`src/hw/rtl/slr_pkg.sv`:
```
// ---------------------------------------------------------------------------
// slr_pkg: shared types and constants for the string literal recognizer
// Scan modes, verdict codes, character codes and the byte class helpers.
// ---------------------------------------------------------------------------
package slr_pkg;

	// Width of the consumed field on the result channel.
	localparam int unsigned CONSUMED_W = 16;

	// Digits that close a short and a long universal escape.
	localparam logic [3:0] UNI_SHORT_DIGITS = 4'd4;
	localparam logic [3:0] UNI_LONG_DIGITS  = 4'd8;

	// Character codes.
	localparam logic [7:0] CH_NUL   = 8'h00;
	localparam logic [7:0] CH_LF    = 8'h0A;
	localparam logic [7:0] CH_CR    = 8'h0D;
	localparam logic [7:0] CH_QUOTE = 8'h22;
	localparam logic [7:0] CH_APOS  = 8'h27;
	localparam logic [7:0] CH_QMARK = 8'h3F;
	localparam logic [7:0] CH_BSL   = 8'h5C;
	localparam logic [7:0] CH_ZERO  = 8'h30;
	localparam logic [7:0] CH_ONE   = 8'h31;
	localparam logic [7:0] CH_SEVEN = 8'h37;
	localparam logic [7:0] CH_NINE  = 8'h39;
	localparam logic [7:0] CH_UC_A  = 8'h41;
	localparam logic [7:0] CH_UC_F  = 8'h46;
	localparam logic [7:0] CH_UC_U  = 8'h55;
	localparam logic [7:0] CH_LC_A  = 8'h61;
	localparam logic [7:0] CH_LC_B  = 8'h62;
	localparam logic [7:0] CH_LC_E  = 8'h65;
	localparam logic [7:0] CH_LC_F  = 8'h66;
	localparam logic [7:0] CH_LC_N  = 8'h6E;
	localparam logic [7:0] CH_LC_R  = 8'h72;
	localparam logic [7:0] CH_LC_T  = 8'h74;
	localparam logic [7:0] CH_LC_U  = 8'h75;
	localparam logic [7:0] CH_LC_V  = 8'h76;
	localparam logic [7:0] CH_LC_X  = 8'h78;

	// Scanner modes.
	typedef enum logic [2:0] {
		MODE_OPEN   = 3'd0,
		MODE_BODY   = 3'd1,
		MODE_ESC    = 3'd2,
		MODE_OCT    = 3'd3,
		MODE_HEX    = 3'd4,
		MODE_UNI    = 3'd5,
		MODE_IDLE   = 3'd6,
		MODE_SPLICE = 3'd7
	} mode_t;

	// Verdict codes on the result channel.
	typedef enum logic [2:0] {
		V_RUN    = 3'd0,
		V_ACCEPT = 3'd1,
		V_NOTSTR = 3'd2,
		V_BAD    = 3'd3,
		V_IDLE   = 3'd4
	} verdict_t;

	// Scanner state apart from the byte count.
	typedef struct packed {
		mode_t      mode;
		logic [3:0] digit_count;
		logic       wide_escape;
	} scan_state_t;

	// What one byte does: the following state and its verdict.
	typedef struct packed {
		scan_state_t nxt;
		verdict_t    verdict;
	} scan_step_t;

	function automatic logic is_hex(input logic [7:0] c);
		return ((c >= CH_ZERO) && (c <= CH_NINE)) ||
		       ((c >= CH_LC_A) && (c <= CH_LC_F)) ||
		       ((c >= CH_UC_A) && (c <= CH_UC_F));
	endfunction

	function automatic logic is_oct(input logic [7:0] c);
		return (c >= CH_ZERO) && (c <= CH_SEVEN);
	endfunction

	function automatic logic is_simple(input logic [7:0] c);
		logic hit;
		hit = 1'b0;
		case (c) inside
			CH_LC_A, CH_LC_B, CH_LC_E, CH_LC_F, CH_LC_V, CH_LC_R, CH_LC_N,
			CH_LC_T, CH_BSL, CH_APOS, CH_QUOTE, CH_QMARK: hit = 1'b1;
			default: hit = 1'b0;
		endcase
		return hit;
	endfunction

endpackage

```
`src/hw/rtl/slr_text_if.sv`:
```
// ---------------------------------------------------------------------------
// slr_text_if: byte channel into the recognizer
// Valid/ready handshake carrying one source byte and the start mark.
// ---------------------------------------------------------------------------
interface slr_text_if;
	logic       valid;
	logic       ready;
	logic [7:0] text_byte;
	logic       begin_req;

	modport source (output valid, output text_byte, output begin_req, input ready);
	modport sink (input valid, input text_byte, input begin_req, output ready);
endinterface

```
`src/hw/rtl/slr_result_if.sv`:
```
// ---------------------------------------------------------------------------
// slr_result_if: result channel out of the recognizer
// Valid/ready handshake carrying the verdict and the consumed byte count.
// ---------------------------------------------------------------------------
interface slr_result_if;
	logic        valid;
	logic        ready;
	logic [2:0]  verdict;
	logic [15:0] consumed;

	modport source (output valid, output verdict, output consumed, input ready);
	modport sink (input valid, input verdict, input consumed, output ready);
endinterface

```
`src/hw/rtl/string_literal_recognizer_core.sv`:
```
// ---------------------------------------------------------------------------
// string_literal_recognizer_core: C string literal recognizer
// Checks a string literal one byte per item and reports for every byte
// whether the literal runs on, is accepted or is rejected, or that the scanner is idle, with its length.
//
//   Channel  Role   Payload                       Taken when
//   text     sink   text_byte[7:0], begin_req     text.valid && text.ready
//   result   source verdict[2:0], consumed[15:0]  result.valid && result.ready
//
// The scanner state and byte count update at the edge that accepts the
// byte, and the result appears in the output register on the next cycle.
// One byte per cycle is sustained while the result channel is ready.
// Reset puts the scanner in idle with a zero count and an empty output.
// A held result that is not taken stalls the text channel only while it
// blocks the single output register.
// ---------------------------------------------------------------------------
module string_literal_recognizer_core #(
	parameter int unsigned LEN_BITS = 16
) (
	input  logic         clk,
	input  logic         arst_n,
	slr_text_if.sink     text,
	slr_result_if.source result
);

	slr_pkg::scan_state_t state_q;
	logic [LEN_BITS-1:0]  total_q;
	logic [LEN_BITS-1:0]  total_base;
	logic [LEN_BITS-1:0]  total_nx;
	slr_pkg::scan_step_t  step;
	logic                 take;
	logic                 can_load;
	logic [15:0]          consumed_nx;

	assign text.ready = can_load;
	assign take       = text.valid && can_load;

	slr_scan u_scan (
		.cur       (state_q),
		.text_byte (text.text_byte),
		.begin_req (text.begin_req),
		.step      (step)
	);

	// Byte count: cleared by a start mark or a rejection, saturating count
	// on every byte that keeps the literal alive.
	assign total_base = text.begin_req ? '0 : total_q;
	always_comb begin
		total_nx = total_base;
		unique case (step.verdict)
			slr_pkg::V_RUN, slr_pkg::V_ACCEPT: begin
				if (!(&total_base)) total_nx = total_base + {{(LEN_BITS-1){1'b0}}, 1'b1};
			end
			slr_pkg::V_NOTSTR, slr_pkg::V_BAD: total_nx = '0;
			default: total_nx = total_base;
		endcase
	end

	// Fit the count to the result field.
	generate
		if (LEN_BITS > slr_pkg::CONSUMED_W) begin : g_sat
			assign consumed_nx = (|total_nx[LEN_BITS-1:slr_pkg::CONSUMED_W]) ? 16'hFFFF
			                                                                 : total_nx[15:0];
		end else if (LEN_BITS == slr_pkg::CONSUMED_W) begin : g_same
			assign consumed_nx = total_nx[15:0];
		end else begin : g_ext
			assign consumed_nx = {{(slr_pkg::CONSUMED_W - LEN_BITS){1'b0}}, total_nx};
		end
	endgenerate

	// Scanner state registers.
	always_ff @(posedge clk or negedge arst_n) begin
		if (!arst_n) begin
			state_q.mode        <= slr_pkg::MODE_IDLE;
			state_q.digit_count <= 4'd0;
			state_q.wide_escape <= 1'b0;
			total_q             <= '0;
		end else if (take) begin
			state_q <= step.nxt;
			total_q <= total_nx;
		end
	end

	slr_result_reg u_result (
		.clk      (clk),
		.arst_n   (arst_n),
		.load     (take),
		.verdict  (step.verdict),
		.consumed (consumed_nx),
		.can_load (can_load),
		.result   (result)
	);

	// Every accepted byte yields a result on the next cycle.
	a_byte_gives_result: assert property (@(posedge clk) disable iff (!arst_n)
		text.valid && text.ready |=> result.valid)
		else $error("accepted byte produced no result");

	// Rejections report nothing consumed.
	a_reject_zero: assert property (@(posedge clk) disable iff (!arst_n)
		result.valid && ((result.verdict == slr_pkg::V_NOTSTR) ||
		                 (result.verdict == slr_pkg::V_BAD)) |-> result.consumed == 16'd0)
		else $error("rejected literal reports a nonzero length");

	// A rejection leaves the scanner idle with a cleared count.
	a_reject_idle: assert property (@(posedge clk) disable iff (!arst_n)
		take && ((step.verdict == slr_pkg::V_NOTSTR) || (step.verdict == slr_pkg::V_BAD))
		|=> (state_q.mode == slr_pkg::MODE_IDLE) && (total_q == '0))
		else $error("scanner not idle and cleared after rejection");

endmodule

```
`src/hw/rtl/slr_scan.sv`:
```
// ---------------------------------------------------------------------------
// slr_scan: next-state logic of the string literal scanner
// Decides from the current mode and one byte what the mode becomes and
// which verdict the byte earns. Purely combinational.
// ---------------------------------------------------------------------------
module slr_scan (
	input  slr_pkg::scan_state_t cur,
	input  logic [7:0]           text_byte,
	input  logic                 begin_req,
	output slr_pkg::scan_step_t  step
);

	slr_pkg::scan_state_t st0;
	slr_pkg::scan_state_t nxt;
	slr_pkg::mode_t       eff;
	slr_pkg::verdict_t    verdict;
	logic                 is_eol;
	logic                 hex_run_bad;
	logic [3:0]           dc_inc;
	logic [3:0]           uni_limit;

	// A start mark opens a fresh attempt before the byte is looked at.
	always_comb begin
		st0 = cur;
		if (begin_req) begin
			st0.mode        = slr_pkg::MODE_OPEN;
			st0.digit_count = 4'd0;
			st0.wide_escape = 1'b0;
		end
	end

	assign is_eol    = (text_byte == slr_pkg::CH_CR) || (text_byte == slr_pkg::CH_LF);
	assign dc_inc    = st0.digit_count + 4'd1;
	assign uni_limit = st0.wide_escape ? slr_pkg::UNI_LONG_DIGITS
	                                   : slr_pkg::UNI_SHORT_DIGITS;

	// A finished octal or hex run, or a splice, hands its terminating byte to the body
	// handling in the same cycle; a hex run with no digit is malformed.
	always_comb begin
		eff         = st0.mode;
		hex_run_bad = 1'b0;
		unique case (st0.mode)
			slr_pkg::MODE_SPLICE: eff = slr_pkg::MODE_BODY;
			slr_pkg::MODE_OCT: begin
				if (!slr_pkg::is_oct(text_byte)) eff = slr_pkg::MODE_BODY;
			end
			slr_pkg::MODE_HEX: begin
				if (!slr_pkg::is_hex(text_byte)) begin
					eff         = slr_pkg::MODE_BODY;
					hex_run_bad = (st0.digit_count == 4'd0);
				end
			end
			default: eff = st0.mode;
		endcase
	end

	// Byte handling per mode, then the idle return on a final verdict.
	always_comb begin
		nxt     = st0;
		verdict = slr_pkg::V_RUN;
		if (st0.mode == slr_pkg::MODE_IDLE) begin
			verdict = slr_pkg::V_IDLE;
		end else if ((st0.mode == slr_pkg::MODE_ESC) && is_eol) begin
			nxt.mode = (text_byte == slr_pkg::CH_CR) ? slr_pkg::MODE_SPLICE
			                                         : slr_pkg::MODE_BODY;
		end else if ((st0.mode == slr_pkg::MODE_SPLICE) && (text_byte == slr_pkg::CH_LF)) begin
			nxt.mode = slr_pkg::MODE_BODY;
		end else if (is_eol || (text_byte == slr_pkg::CH_NUL)) begin
			verdict = (st0.mode == slr_pkg::MODE_OPEN) ? slr_pkg::V_NOTSTR : slr_pkg::V_BAD;
		end else if (hex_run_bad) begin
			verdict = slr_pkg::V_BAD;
		end else begin
			nxt.mode = eff;
			unique case (eff)
				slr_pkg::MODE_OPEN: begin
					if (text_byte == slr_pkg::CH_QUOTE) nxt.mode = slr_pkg::MODE_BODY;
					else verdict = slr_pkg::V_NOTSTR;
				end
				slr_pkg::MODE_BODY: begin
					if (text_byte == slr_pkg::CH_BSL) nxt.mode = slr_pkg::MODE_ESC;
					else if (text_byte == slr_pkg::CH_QUOTE) verdict = slr_pkg::V_ACCEPT;
				end
				slr_pkg::MODE_ESC: begin
					if (slr_pkg::is_simple(text_byte)) begin
						nxt.mode = slr_pkg::MODE_BODY;
					end else if ((text_byte == slr_pkg::CH_ZERO) ||
					             (text_byte == slr_pkg::CH_ONE)) begin
						nxt.mode = slr_pkg::MODE_OCT;
					end else if (text_byte == slr_pkg::CH_LC_X) begin
						nxt.mode        = slr_pkg::MODE_HEX;
						nxt.digit_count = 4'd0;
					end else if ((text_byte == slr_pkg::CH_LC_U) ||
					             (text_byte == slr_pkg::CH_UC_U)) begin
						nxt.mode        = slr_pkg::MODE_UNI;
						nxt.wide_escape = (text_byte == slr_pkg::CH_UC_U);
						nxt.digit_count = 4'd0;
					end else begin
						verdict = slr_pkg::V_BAD;
					end
				end
				slr_pkg::MODE_OCT: nxt.mode = slr_pkg::MODE_OCT;
				slr_pkg::MODE_HEX: nxt.digit_count = 4'd1;
				slr_pkg::MODE_UNI: begin
					if (!slr_pkg::is_hex(text_byte)) begin
						verdict = slr_pkg::V_BAD;
					end else begin
						nxt.digit_count = dc_inc;
						if (dc_inc >= uni_limit) nxt.mode = slr_pkg::MODE_BODY;
					end
				end
				default: verdict = slr_pkg::V_BAD;
			endcase
		end

		if ((verdict == slr_pkg::V_NOTSTR) || (verdict == slr_pkg::V_BAD)) begin
			nxt.mode        = slr_pkg::MODE_IDLE;
			nxt.digit_count = 4'd0;
			nxt.wide_escape = 1'b0;
		end else if (verdict == slr_pkg::V_ACCEPT) begin
			nxt.mode = slr_pkg::MODE_IDLE;
		end
	end

	assign step.nxt     = nxt;
	assign step.verdict = verdict;

endmodule

```
`src/hw/rtl/slr_result_reg.sv`:
```
// ---------------------------------------------------------------------------
// slr_result_reg: output register of the recognizer
// Holds one result item until the sink takes it and tells the front end
// whether a new item can be loaded this cycle.
// ---------------------------------------------------------------------------
module slr_result_reg (
	input  logic                clk,
	input  logic                arst_n,
	input  logic                load,
	input  slr_pkg::verdict_t   verdict,
	input  logic [15:0]         consumed,
	output logic                can_load,
	slr_result_if.source        result
);

	logic                valid_q;
	slr_pkg::verdict_t   verdict_q;
	logic [15:0]         consumed_q;

	// Room when empty or when the held item leaves this cycle.
	assign can_load = !valid_q || result.ready;

	// Valid flag.
	always_ff @(posedge clk or negedge arst_n) begin
		if (!arst_n) begin
			valid_q <= 1'b0;
		end else if (load) begin
			valid_q <= 1'b1;
		end else if (result.ready) begin
			valid_q <= 1'b0;
		end
	end

	// Payload.
	always_ff @(posedge clk) begin
		if (load) begin
			verdict_q  <= verdict;
			consumed_q <= consumed;
		end
	end

	assign result.valid    = valid_q;
	assign result.verdict  = verdict_q;
	assign result.consumed = consumed_q;

endmodule
```
`src/flat_wrapper.sv`:
```
// flat-port wrapper written by rule: the top's interface ports become plain ports
module string_literal_recognizer_core_flat 
#(
	parameter int unsigned LEN_BITS = 16
)
  (clk, arst_n, text_valid, text_text_byte, text_begin_req, text_ready, result_valid, result_verdict, result_consumed, result_ready);
  slr_text_if text_i ();
  slr_result_if result_i ();
  input  logic clk;
  input  logic arst_n;
  input wire logic [$bits(text_i.valid)-1:0] text_valid;
  input wire logic [$bits(text_i.text_byte)-1:0] text_text_byte;
  input wire logic [$bits(text_i.begin_req)-1:0] text_begin_req;
  output wire logic [$bits(text_i.ready)-1:0] text_ready;
  output wire logic [$bits(result_i.valid)-1:0] result_valid;
  output wire logic [$bits(result_i.verdict)-1:0] result_verdict;
  output wire logic [$bits(result_i.consumed)-1:0] result_consumed;
  input wire logic [$bits(result_i.ready)-1:0] result_ready;
  assign text_i.valid = text_valid;
  assign text_i.text_byte = text_text_byte;
  assign text_i.begin_req = text_begin_req;
  assign text_ready = text_i.ready;
  assign result_valid = result_i.valid;
  assign result_verdict = result_i.verdict;
  assign result_consumed = result_i.consumed;
  assign result_i.ready = result_ready;
  string_literal_recognizer_core #(.LEN_BITS(LEN_BITS)) u_core (.clk(clk), .arst_n(arst_n), .text(text_i), .result(result_i));
endmodule
```
`config.mk`:
```
export PLATFORM = sky130hd
export DESIGN_NAME = string_literal_recognizer_core_flat
export DESIGN_NICKNAME = d
export VERILOG_FILES = /design/src/hw/rtl/slr_pkg.sv /design/src/hw/rtl/slr_text_if.sv /design/src/hw/rtl/slr_result_if.sv /design/src/hw/rtl/string_literal_recognizer_core.sv /design/src/hw/rtl/slr_scan.sv /design/src/hw/rtl/slr_result_reg.sv /design/src/flat_wrapper.sv
export SDC_FILE = /design/constraint.sdc
export NUM_CORES = 1
export LEC_CHECK = 0
export BUFFER_PORTS_ARGS = -buffer_cell sky130_fd_sc_hd__buf_2
export CORE_MARGIN = 1.5
export CORE_UTILIZATION = 45
export DETAILED_ROUTE_END_ITERATION = 16
export SLEW_MARGIN = 20
export SYNTH_ARGS = -nofsm -noshare
export SYNTH_HDL_FRONTEND = slang
export SYNTH_SLANG_ARGS = --single-unit
export TNS_END_PERCENT = 50
```
`constraint.sdc`:
```
create_clock -name clk -period 3.25 [get_ports clk]
set_input_delay 0.325 -clock clk [delete_from_list [all_inputs] [get_ports clk]]
set_output_delay 0.325 -clock clk [all_outputs]
set_load 0.01 [all_outputs]
```
* After elaboration in Yosys (flattened, before gate mapping) *
Cells that the tools add are included.

storage, ports and cells
  register bits = 44
  word-level logic and storage cells = 152

operators by class
  add/subtract/negate cells = 2
  magnitude comparators = 8
  equality and inequality tests = 32
  mux-type cells = 76
  reductions and logical operators = 27

operators by type and width
  kind                     count
  $mux W8                  14
  $eq A8 B7 Y1 const B     12
  $mux W7                  10
  $mux W3                  20
  $eq A8 B6 Y1 const B     5
  $mux W16                 2
  $pmux W16 S2             1
  $pmux W3 S5              2
  $mux W5                  5
  $eq A3 B2 Y1 const B     6
  $add A16 B1 Y16 const B  1
  $eq A8 B4 Y1 const B     2
  $ge A8 B7 Y1 const B     2
  $le A8 B6 Y1 const B     2
  $le A8 B7 Y1 const B     2
  $mux W1                  16
  $reduce_and A16 Y1       1
  $eq A3 B3 Y1 const B     5
  $pmux W4 S3              1
  $reduce_or A12 Y1        1
  $logic_not A3 Y1         3
  $pmux W3 S3              1
  $ge A8 B6 Y1 const B     1
  $logic_not A8 Y1         1
  other kinds (11)         29

* Logic depth before layout (Yosys ltp) *
Gate-level depths: netlist of run 1.

  word-level depth = 39
  depth in mapped cells = 17

* Hierarchy *
From an unflattened synthesis of run 1, not the netlist that was laid out.

unflattened totals
  cell total of the unflattened synthesis = 397
  area total of the unflattened synthesis = 3379.5 um^2

modules (own cells, without submodules)
  module                          instances  cells each  area each (um^2)  sequential area each (um^2)
  string_literal_recognizer_core  1          227         1816.7            603.1
  slr_scan                        1          148         944.7             0.0
  slr_result_reg                  1          22          618.1             595.6

* Worst setup path after synthesis of run 1 *
No wires, ideal clock.

  kind = input -> register
  start point = in text_begin_req
  end point = reg u_core.state_q[7] (netlist name)
  library setup time = 0.074 ns
  data arrival time = 2.790 ns
  required time = 3.176 ns
  path slack = 0.386 ns
  stages on the path = 17
  path buffers = 3
  cells stage by stage = clkbuf_1 buf_1 clkbuf_1 nand2b_1 inv_1 ha_1 inv_1 and2_1 nor2_1 ha_1 nand2_1 nand2_1 a21o_1 a21oi_1 o21ai_0 a31o_2 a21oi_1

between the ends
  word-level cells in the longest chain between the ends = 32
  elaborated cells on any way between the ends = 69
  classes of those cells = 1 x add/sub; 1 x order compare; 13 x eq/ne; 47 x mux; 7 x reduce/logical

RTL lines
  item                                  RTL line                              text
  from (decl)                           flat_wrapper.sv:13                    input wire logic [$bits(text_i.begin_req)-1:0] text_begin_req;
  $mux W8 *                             slr_scan.sv:25                        if (begin_req) begin
  $eq A3 B3 Y1 (tied with other cells)  slr_scan.sv:42                        unique case (st0.mode)
  $pmux W3 S3                           slr_scan.sv:42
  $mux W8                               slr_scan.sv:92                        end else if ((text_byte == slr_pkg::CH_LC_U) ||
  $mux W8                               slr_scan.sv:89                        end else if (text_byte == slr_pkg::CH_LC_X) begin
  $mux W8                               slr_scan.sv:86                        end else if ((text_byte == slr_pkg::CH_ZERO) ||
  $mux W8                               slr_scan.sv:84                        if (slr_pkg::is_simple(text_byte)) begin
  $mux W8                               slr_scan.sv:74                        unique case (eff)
  (+16 left out)                        -
  $pmux W3 S5                           slr_scan.sv:74
  $mux W8                               slr_scan.sv:70                        end else if (hex_run_bad) begin
  $mux W8                               slr_scan.sv:68                        end else if (is_eol || (text_byte == slr_pkg::CH_NUL)) begin
  $mux W3                               slr_scan.sv:66                        end else if ((st0.mode == slr_pkg::MODE_SPLICE) && (text_byte == slr_pkg::CH_LF)) begin
  $mux W3                               slr_scan.sv:63                        end else if ((st0.mode == slr_pkg::MODE_ESC) && is_eol) begin
  $mux W8                               slr_scan.sv:61                        if (st0.mode == slr_pkg::MODE_IDLE) begin
  $mux W3                               slr_scan.sv:119                       end else if (verdict == slr_pkg::V_ACCEPT) begin
  $mux W3 *                             slr_scan.sv:115                       if ((verdict == slr_pkg::V_NOTSTR) || (verdict == slr_pkg::V_BAD)) begin
  to (signal assigned)                  string_literal_recognizer_core.sv:79  state_q <= step.nxt;
  to (decl)                             string_literal_recognizer_core.sv:26  slr_pkg::scan_state_t state_q;

Every way passes the cells marked *; elsewhere a longest branch is shown, timed or not. The select of a mux whose other input is x is not followed.
A chain may end at the register's enable or synchronous reset.

* Final worst setup path of run 1 *
  start point = reg u_core.state_q[6] (netlist name)
  end point = reg u_core.total_q[8]

between the ends
  word-level cells in the longest chain between the ends = 14
  elaborated cells on any way between the ends = 34
  classes of those cells = 13 x eq/ne; 13 x mux; 8 x reduce/logical

RTL lines
  item                                          RTL line                              text
  $mux W8 *                                     slr_scan.sv:25
  $eq A3 B3 Y1 (tied with other cells)          slr_scan.sv:42
  $pmux W3 S3                                   slr_scan.sv:42
  $eq A3 B3 Y1 or $eq A3 B2 Y1 (tied branches)  slr_scan.sv:74
  $reduce_or A2 Y1 (no line)                    -
  $pmux W3 S5                                   slr_scan.sv:74
  $mux W3                                       slr_scan.sv:70
  $mux W3                                       slr_scan.sv:68
  $mux W3                                       slr_scan.sv:66
  $mux W3                                       slr_scan.sv:63
  $mux W3 *                                     slr_scan.sv:61
  $eq A3 B2 Y1 (tied with other cells)          string_literal_recognizer_core.sv:50  unique case (step.verdict)
  $reduce_or A2 Y1                              string_literal_recognizer_core.sv:50
  $pmux W16 S2 *                                string_literal_recognizer_core.sv:50
  to (signal assigned)                          string_literal_recognizer_core.sv:80  total_q <= total_nx;
  to (decl)                                     string_literal_recognizer_core.sv:27  logic [LEN_BITS-1:0] total_q;

Every way passes the cells marked *; elsewhere a longest branch is shown, timed or not.

==> flow_summary.ini, run 1 <==
[outcome]
status = finished clean

[cts]
cts_buffer_depth = 2
cts_tree = done
cts_made_buffers = 5
cts_root_buffer = clkbuf_8
cts_setup_buffers = 0
cts_resized = 0
cts-htree-levels = 2
clk_latency_ns = 0.30
hold_buffers = 0
clkTransAtPathRegs_ns = 0.09
cts_sinks = 44

[synth]
async_flop_share_pct = 56.8
synth_commonest_cells = nand2_1 (36), nor2_1 (34), dfrtp_1 (23)
ys_types = 71
synth_top_flop_cell = dfrtp_1
synthTopCellsByArea = dfrtp_1 (17%), edfxtp_1 (17%), nand2_1 (4.1%)
synth.mux.area_fraction_pct = 1.90
synth_area_per_cell_sq_um = 8.80
synthXorXnorAreaFrac_pct = 3.99
synth_seq_cells = 44
yosysWarnings = 0
yosys.area.top_type = dfrtp_1
syn_inst = 374
synth_area_sq_mm = 0.00329
synth-compound-area-share_pct = 21.3
yosysMostFrequentCell = nand2_1
synth_edf_count = 19
synth_fa_ha_area_share_pct = 1.90
synth_top_family_by_area = simple AND/OR/NAND/NOR gates
netlist.area_leader.share_pct = 17.5
synth_simple_gate_area_share_pct = 29.4
seq_area_frac_synth_pct = 36.4
synth_nets = 392

[power]
leakage_uw = 0.00142
powerDensity_mw_per_mm2 = 491
vdd_drop_max_v = 0.000198

[timing]
slew-limit-headroom_pct = 41.4
worst_pin_slew_ns = 0.878
drv_slew = 0
holdWs_ns = 0.0171
fmax_mhz = 346
clock-skew-final_ns = 0.0110
finalHoldViolCount = 0
finalCritPeriodShare_pct = 89.0
setup_tns_ns = 0
setup_violations = 0
rsz0062_at_grt = false
finalCriticalPeriod_ns = 2.89

[global_route]
grt_max_degree = 26
grt_pass1_vias = 2550
antenna_found_initial = 0
grt_util_all_layers_pct = 21.3
gr-total-overflow = 0
grt_pass1_wl_um = 12900

[cells_and_area]
n_antenna_cell = 0
final_nets = 419
syn2layout_area_growth_pct = 10.0
drive_gt1_share_pct = 17.4

[floorplan]
dieArea_sq_mm = 0.00783
io-pin-count = 34
dieHeight_um = 88.5
start_util_pct = 47.4
row_count = 30
die_x_um = 88.5
core_area_sq_mm = 0.00694

[routing]
firstDrtPassIters = 5
ant_nets = 0
viasPerCell = 5.84
met1_length_um = 3950
met2WireLength_um = 3540
routed.top_layer = met4
via_count = 2907
drc = 0
drt_iter0_drc = 257
routed-wl-met3_um = 478
routed_wl_um = 8010
wire_per_inst_um = 16.1

[hold_path]
hp-class = in -> async

[worst_setup_path]
worstPathRequired_ns = 3.43
cp.arrival_ns = 3.07
crit_type = reg -> reg
cp-start-kind = flip-flop
r2r_slack_ns = 0.36
crit_path_end_kind = flip-flop
cp_max_fo = 18

[job]
maxCapViolations = 0

[placement]
io_buffers = 33
gp_congestion = 0.880
place_hpwl_um = 5700
-- placed cells by master (no fill, tap or decap), types with 6 or more instances in the layout --
cell	count
nand3_1	10
xor2_1	8
dfrtp_1	23
buf_2	33
nor2b_1	11
buf_4	10
nand4_1	10
nand2_1	36
o21ai_0	17
xnor2_1	7
nor3_1	6
nand2b_1	18
inv_1	14
nor2_1	34
a21oi_1	21
edfxtp_1	19
-- per-layer routing --
| layer | vias up | GRT usage [%] |
|---|---|---|
| li1 | 1438 | - |
| met1 | 1365 | 32.8 |
| met2 | 99 | 32.5 |
| met3 | 5 | 2.80 |
| met4 | 0 | 3.41 |
| met5 | - | 0 |
-- path summary, 6_finish.rpt --
check | start | end | depth (start not counted)
setup / recovery | u_core.state_q[6] | u_core.total_q[8] | 7
max in group asynchronous | arst_n | u_core.total_q[8] | 1
min in group clk | text_valid | u_core.u_result.result.valid | 2
hold / removal | arst_n | u_core.state_q[3] | 1
hold reg to reg | u_core.total_q[14] | u_core.total_q[14] | 1
setup reg to reg | u_core.state_q[6] | u_core.total_q[8] | 7
-- report_power, final --
group	switching [uW]	leakage (uW)	internal [uW]
Sequential	76.9	0.000519	673
Combinational	432	0.000858	265
Clock	182	0.0000453	146
-- flip-flops by register name (all words and copies together) (netlist names) --
register,count
u_core.u_result.result.valid,1
u_core.total_q,16
u_core.u_result.result.consumed,16
u_core.u_result.result.verdict,3
u_core.state_q,8
-- stage by stage --
stage	util [%]	std cells	total power, uW	area [sq um]	worst slack [ns]
after floorplan	-	374	1270	3290	0.386
after global placement	50.9	490	1450	3540	0.415
after detailed placement	50.9	490	1450	3540	0.279
after CTS	52.1	498	1780	3620	0.386
after global routing	52.1	498	1900	3620	0.205
final	52.1	498	1780	3620	0.359
-- final cells by class --
type,instances,area (sq um)
sequential,44,1200
tap,96,120
timing repair buffer,43,240
multi-input combinational,293,1930
fill,654,3320
clock inverter,3,13.8
inverter,14,52.6
clock buffer,5,68.8
-- worst max-delay path, cell delays in order, from the launching register on --
cell and delay, ns:
dfstp_2 0.64, nor4b_1 0.62, nand2_1 0.20, or4_1 0.61
a21oi_2 0.14, buf_4 0.22, nor2_1 0.11, a22o_1 0.25
-- cells by family (layout without fill, tap and decap cells) --
kind of cell | Yosys count | after routing
AOI/OAI and AO/OA | 95 | 95
xor gates and xnor gates | 15 | 15
adders and majority gates | 5 | 5
buffers and inverters | 37 | 65
DFF | 44 | 44
muxes | 6 | 6
and+or+nand+nor | 172 | 172
No activity file was read; power rests on OpenSTA's default activity.
==> run 2: changes to the inputs <==
RECOVER_POWER = 100   (was default)
==> run 2 against run 1 <==
Against the previous run:
- sequential power hardly changed
- core utilization is 0.68 points lower
- count of clock-buffer cells in the layout did not move
- total power shrank 0.89%
- clock power about the same
- register-to-register slack worse by 0.10 ns
- first-iteration DRC count increased by 8.9%
- non-clock buffer count did not move
- sequential share of layout area is 0.44 points higher
- hold slack better by 0.21 ns
==> flow_summary.ini, run 2 (synthesis results as in run 1) <==
[timing]
setup_tns_ns = 0
finalHoldViolCount = 0
holdWs_ns = 0.226
drv_slew = 0
rsz0062_at_grt = false
layout_setup_ws_ns = 0.257
finalCriticalPeriod_ns = 2.99
fmax_mhz = 334
worst_pin_slew_ns = 1.42
clock-skew-final_ns = 0.0104
slew-limit-headroom_pct = 5.61
finalCritPeriodShare_pct = 92.1
setup_violations = 0

[worst_setup_path]
cp_max_fo = 18
crit_family = simple AND/OR/NAND/NOR gates
cp.arrival_ns = 3.17
crit_path_end_kind = flip-flop
cp-start-kind = flip-flop
path_buf_inv = 1
cp_slowest_cell = dfstp_1
worstPathRequired_ns = 3.43
cpPeakStageDelay_ns = 0.73
crit_chain = nor4b_1 > nand2_1 > or4_1 > a21oi_1 > buf_4 > nor2_1 > a22o_1
r2r_slack_ns = 0.26
crit_type = reg -> reg

[routing]
routed_wl_um = 8060
drt_iter0_drc = 280
drc = 0
wire_per_inst_um = 16.2
viasPerCell = 5.86
via_count = 2916
firstDrtPassIters = 5
ant_nets = 0

[cts]
clkTransAtPathRegs_ns = 0.09
cts-htree-levels = 2
cts_root_buffer = clkbuf_8
cts_made_buffers = 5
cts_sinks = 44
cts_resized = 0
clk_latency_ns = 0.30
cts_buffer_depth = 2
cts_setup_buffers = 0
cts_tree = done
hold_buffers = 0

[power]
leakage_uw = 0.00135
powerDensity_mw_per_mm2 = 493
vdd_drop_max_v = 0.000198
p_switching_uw = 687
totalPowerFinal_uw = 1760
p_seq_share_pct = 42.6
pwr-share-comb_pct = 38.7
clockPowerShare_pct = 18.7
p_sw_share_pct = 39.1
p_int_uw = 1070

[job]
maxCapViolations = 0

[floorplan]
start_util_pct = 47.4
die_x_um = 88.5
io-pin-count = 34
dieHeight_um = 88.5
row_count = 30
dieArea_sq_mm = 0.00783
core_area_sq_mm = 0.00694

[cells_and_area]
design_area_sq_mm = 0.00357
nFillCells = 676
regArea_sq_mm = 0.00120
layout_commonest_cell = nand2_1
drive_gt1_share_pct = 10.9
multi_input_area_sq_mm = 0.00191
final_nets = 419
syn2layout_area_growth_pct = 8.56
n_antenna_cell = 0
final_cell_mix = nand2_1 (36), nor2_1 (34), clkbuf_1 (23), dfrtp_1 (23), a21oi_1 (22)

[global_route]
gr-total-overflow = 0
grt_util_all_layers_pct = 21.3
antenna_found_initial = 0
grt_pass1_wl_um = 12900
grt_max_degree = 26
grt_pass1_vias = 2550

[placement]
place_hpwl_um = 5700
placed_cell_area_sq_mm = 0.00354
io_buffers = 33
post-place-ws_ns = 0.279
gp_congestion = 0.880

[hold_path]
hp-class = in -> reg

[outcome]
status = finished clean
==> run 2: final cells by class <==
| type | instances | share of cell area (%) |
|---|---|---|
| clock buffers | 5 | 1.93 |
| clock inverters | 3 | 0.385 |
| inverters | 14 | 1.47 |
| multi-input cells | 293 | 53.4 |
| flip-flops and latches | 44 | 33.6 |
| well taps | 96 | 3.36 |
| repair buffers | 43 | 5.85 |
==> run 2: path summary, 6_finish.rpt <==
kind | endpoint | cells after the start | startpoint
min in group asynchronous | u_core.state_q[3] | 1 | arst_n
min reg2reg | u_core.total_q[14] | 1 | u_core.total_q[14]
min | u_core.u_result.result.valid | 2 | text_valid
max reg2reg | u_core.total_q[8] | 7 | u_core.state_q[6]
max in group asynchronous | u_core.total_q[10] | 1 | arst_n
max | u_core.total_q[8] | 7 | u_core.state_q[6]
==> run 2: metrics by stage <==
| step | cells | utilization (%) |
|---|---|---|
| 6_report | 498 | 51.4 |
| 3_3_place_gp | 490 | 50.9 |
| 5_1_grt | 498 | 51.4 |
| 3_5_place_dp | 490 | 50.9 |
| 2_1_floorplan | 374 | - |
| 4_1_cts | 498 | 52.1 |
==> run 2: layer usage <==
layer	up-vias	wire [um]	track usage, %
met2	99	3580	32.5
met4	0	40	3.41
met1	1371	4020	32.8
li1	1441	-	-
met5	-	0	0
met3	5	413	2.80
==> run 2: power by group through the flow <==
stage               combinational, uW  sequential (uW)  clock, uW
finish                            681              750        329
global route                      760              759        363
CTS                               695              746        340
detailed placement                692              759          0
global placement                  692              757          0
floorplan                         537              730          0
==> run 3: changes to the inputs <==
BUFFER_PORTS_ARGS = default   (was -buffer_cell sky130_fd_sc_hd__buf_2)
DONT_BUFFER_PORTS = 1   (was default)
REMOVE_ABC_BUFFERS = 1   (was default)
SKIP_CTS_REPAIR_TIMING = 1   (was default)
==> run 3 against run 2 <==
Against the previous run:
- global-route usage is 0.55 points higher
- sequential power is 2% higher
- fmax is 3.1% higher
- clock skew hardly changed
- via count is 3.6% lower
- largest power group unchanged
- non-clock buffer count is 32 lower
- critical path depth is 2 higher
- worst setup slack better by 0.091 ns
==> flow_summary.ini, run 3 (synthesis results as in run 1) <==
[cts]
cts-htree-levels = 2
cts_sinks = 44
cts_root_buffer = clkbuf_8
cts_made_buffers = 5
cts_tree = done
clkTransAtPathRegs_ns = 0.08
clk_latency_ns = 0.30
cts_buffer_depth = 2

[worst_setup_path]
crit_path_end_kind = flip-flop
cp_slowest_cell = nor4_4
crit_family = simple AND/OR/NAND/NOR gates
cp.arrival_ns = 3.06
cp_max_fo = 7
worstPathRequired_ns = 3.41
cpPeakStageDelay_ns = 0.47
path_buf_inv = 0
crit_top_cell = a21oi_1
cp-start-kind = flip-flop
crit_type = reg -> reg
crit_chain = nor2b_1 > ha_1 > nand4b_1 > nor4_4 > a21oi_1 > nand2b_1 > nor4_1 > or3b_2 > a21oi_1

[placement]
place_hpwl_um = 5630
gp_congestion = 0.813
io_buffers = 0

[cells_and_area]
syn2layout_area_growth_pct = 4.37
nFillCells = 682
final_cell_mix = nand2_1 (36), nor2_1 (34), dfrtp_1 (23), a21oi_1 (22), edfxtp_1 (19)
layout_commonest_cell = nand2_1
final_nets = 387
n_antenna_cell = 0
drive_gt1_share_pct = 8.13

[timing]
clock-skew-final_ns = 0.0107
fmax_mhz = 345
finalHoldViolCount = 0
drv_slew = 0
slew-limit-headroom_pct = 2.38
rsz0062_at_grt = false
worst_pin_slew_ns = 1.46
finalCritPeriodShare_pct = 89.3
setup_violations = 0
setup_tns_ns = 0
finalCriticalPeriod_ns = 2.90

[floorplan]
die_x_um = 88.5
core_area_sq_mm = 0.00694
row_count = 30
dieHeight_um = 88.5
dieArea_sq_mm = 0.00783
start_util_pct = 47.4
io-pin-count = 34

[power]
totalPowerFinal_uw = 1730
vdd_drop_max_v = 0.000209
leakage_uw = 0.00128
powerDensity_mw_per_mm2 = 502

[global_route]
met3_usage_pct = 4.29
grt_util_met1_pct = 33.7
grt_util_met2_pct = 31.6
grt_pass1_vias = 2618
grt_max_degree = 33
grt_util_all_layers_pct = 21.9
busiest_layer = met1
gr-total-overflow = 0
grt_pass1_wl_um = 13300
antenna_found_initial = 0

[routing]
drt_iter0_drc = 193
firstDrtPassIters = 5
wire_per_inst_um = 17.0
drc = 0
via_count = 2812
viasPerCell = 6.05
ant_nets = 0
routed_wl_um = 7920

[job]
maxCapViolations = 0

[hold_path]
hp-class = in -> reg

[outcome]
status = finished clean
-- run 3: cell types whose count changed in the layout (fill, tap and decap cells not counted), sizes merged --
cell         change
clkinv           -2
buf             -15
clkbuf          -17
dlygate4sd3      +1
-- run 3: layer usage --
layer | up-vias | routed length, um | share of wire, %
li1 | 1367 | - | -
met1 | 1359 | 3970 | 50
met2 | 75 | 3460 | 44
met5 | - | 0 | 0
met3 | 11 | 408 | 5.2
met4 | 0 | 75 | 0.95
-- run 3: final timing paths --
kind	from	to	slack, ns	depth (start not counted)
worst min-delay path	text_valid	u_core.u_result.result.valid	0.14	1
min in group asynchronous	arst_n	u_core.state_q[3]	0.92	2
worst max-delay path	u_core.total_q[0]	u_core.u_result.result.consumed[14]	0.35	9
worst max register to register	u_core.total_q[0]	u_core.u_result.result.consumed[14]	0.35	9
worst min register to register	u_core.total_q[14]	u_core.total_q[14]	0.55	1
max in group asynchronous	arst_n	u_core.total_q[5]	1.46	2
-- run 3: worst reg2reg max path: stages (launching register included) --
cell and delay [ns]:
dfrtp_1 0.41, nor2b_1 0.34, ha_1 0.25, nand4b_1 0.19, nor4_4 0.48, a21oi_1 0.29, nand2b_1 0.17, nor4_1 0.08
or3b_2 0.44, a21oi_1 0.13
-- run 3: report_power, final --
group          total [uW]  leakage (uW)  switching [uW]  internal (uW)
Sequential            764      0.000517            90.0            674
Clock                 343     0.0000447             177            166
Combinational         619      0.000713             387            231
-- run 3: cell type report --
type                    count  area, sq um  area share, %
well taps                  96          120           3.50
repair buffers             11         68.8           2.00
clock inverters             1         3.75          0.109
multi-input cells         293         1910           55.6
inverters                  14         52.6           1.53
clock buffers               6         82.6           2.40
flip-flops and latches     44         1200           34.9
-- run 3: metrics by stage --
step / cells / worst slack (ns) / hold WS (ns) / utilization [%] / instance area, sq um
after global routing: 465 / 0.0507 / 0.137 / 49.5 / 3430
after CTS: 463 / 0.369 / -0.289 / 49.7 / 3450
after global placement: 456 / 0.412 / 0.0301 / 48.5 / 3360
after detailed placement: 456 / 0.405 / 0.0300 / 48.5 / 3360
final: 465 / 0.348 / 0.142 / 49.5 / 3430
after floorplan: 351 / 0.597 / 0.0294 / - / 3180
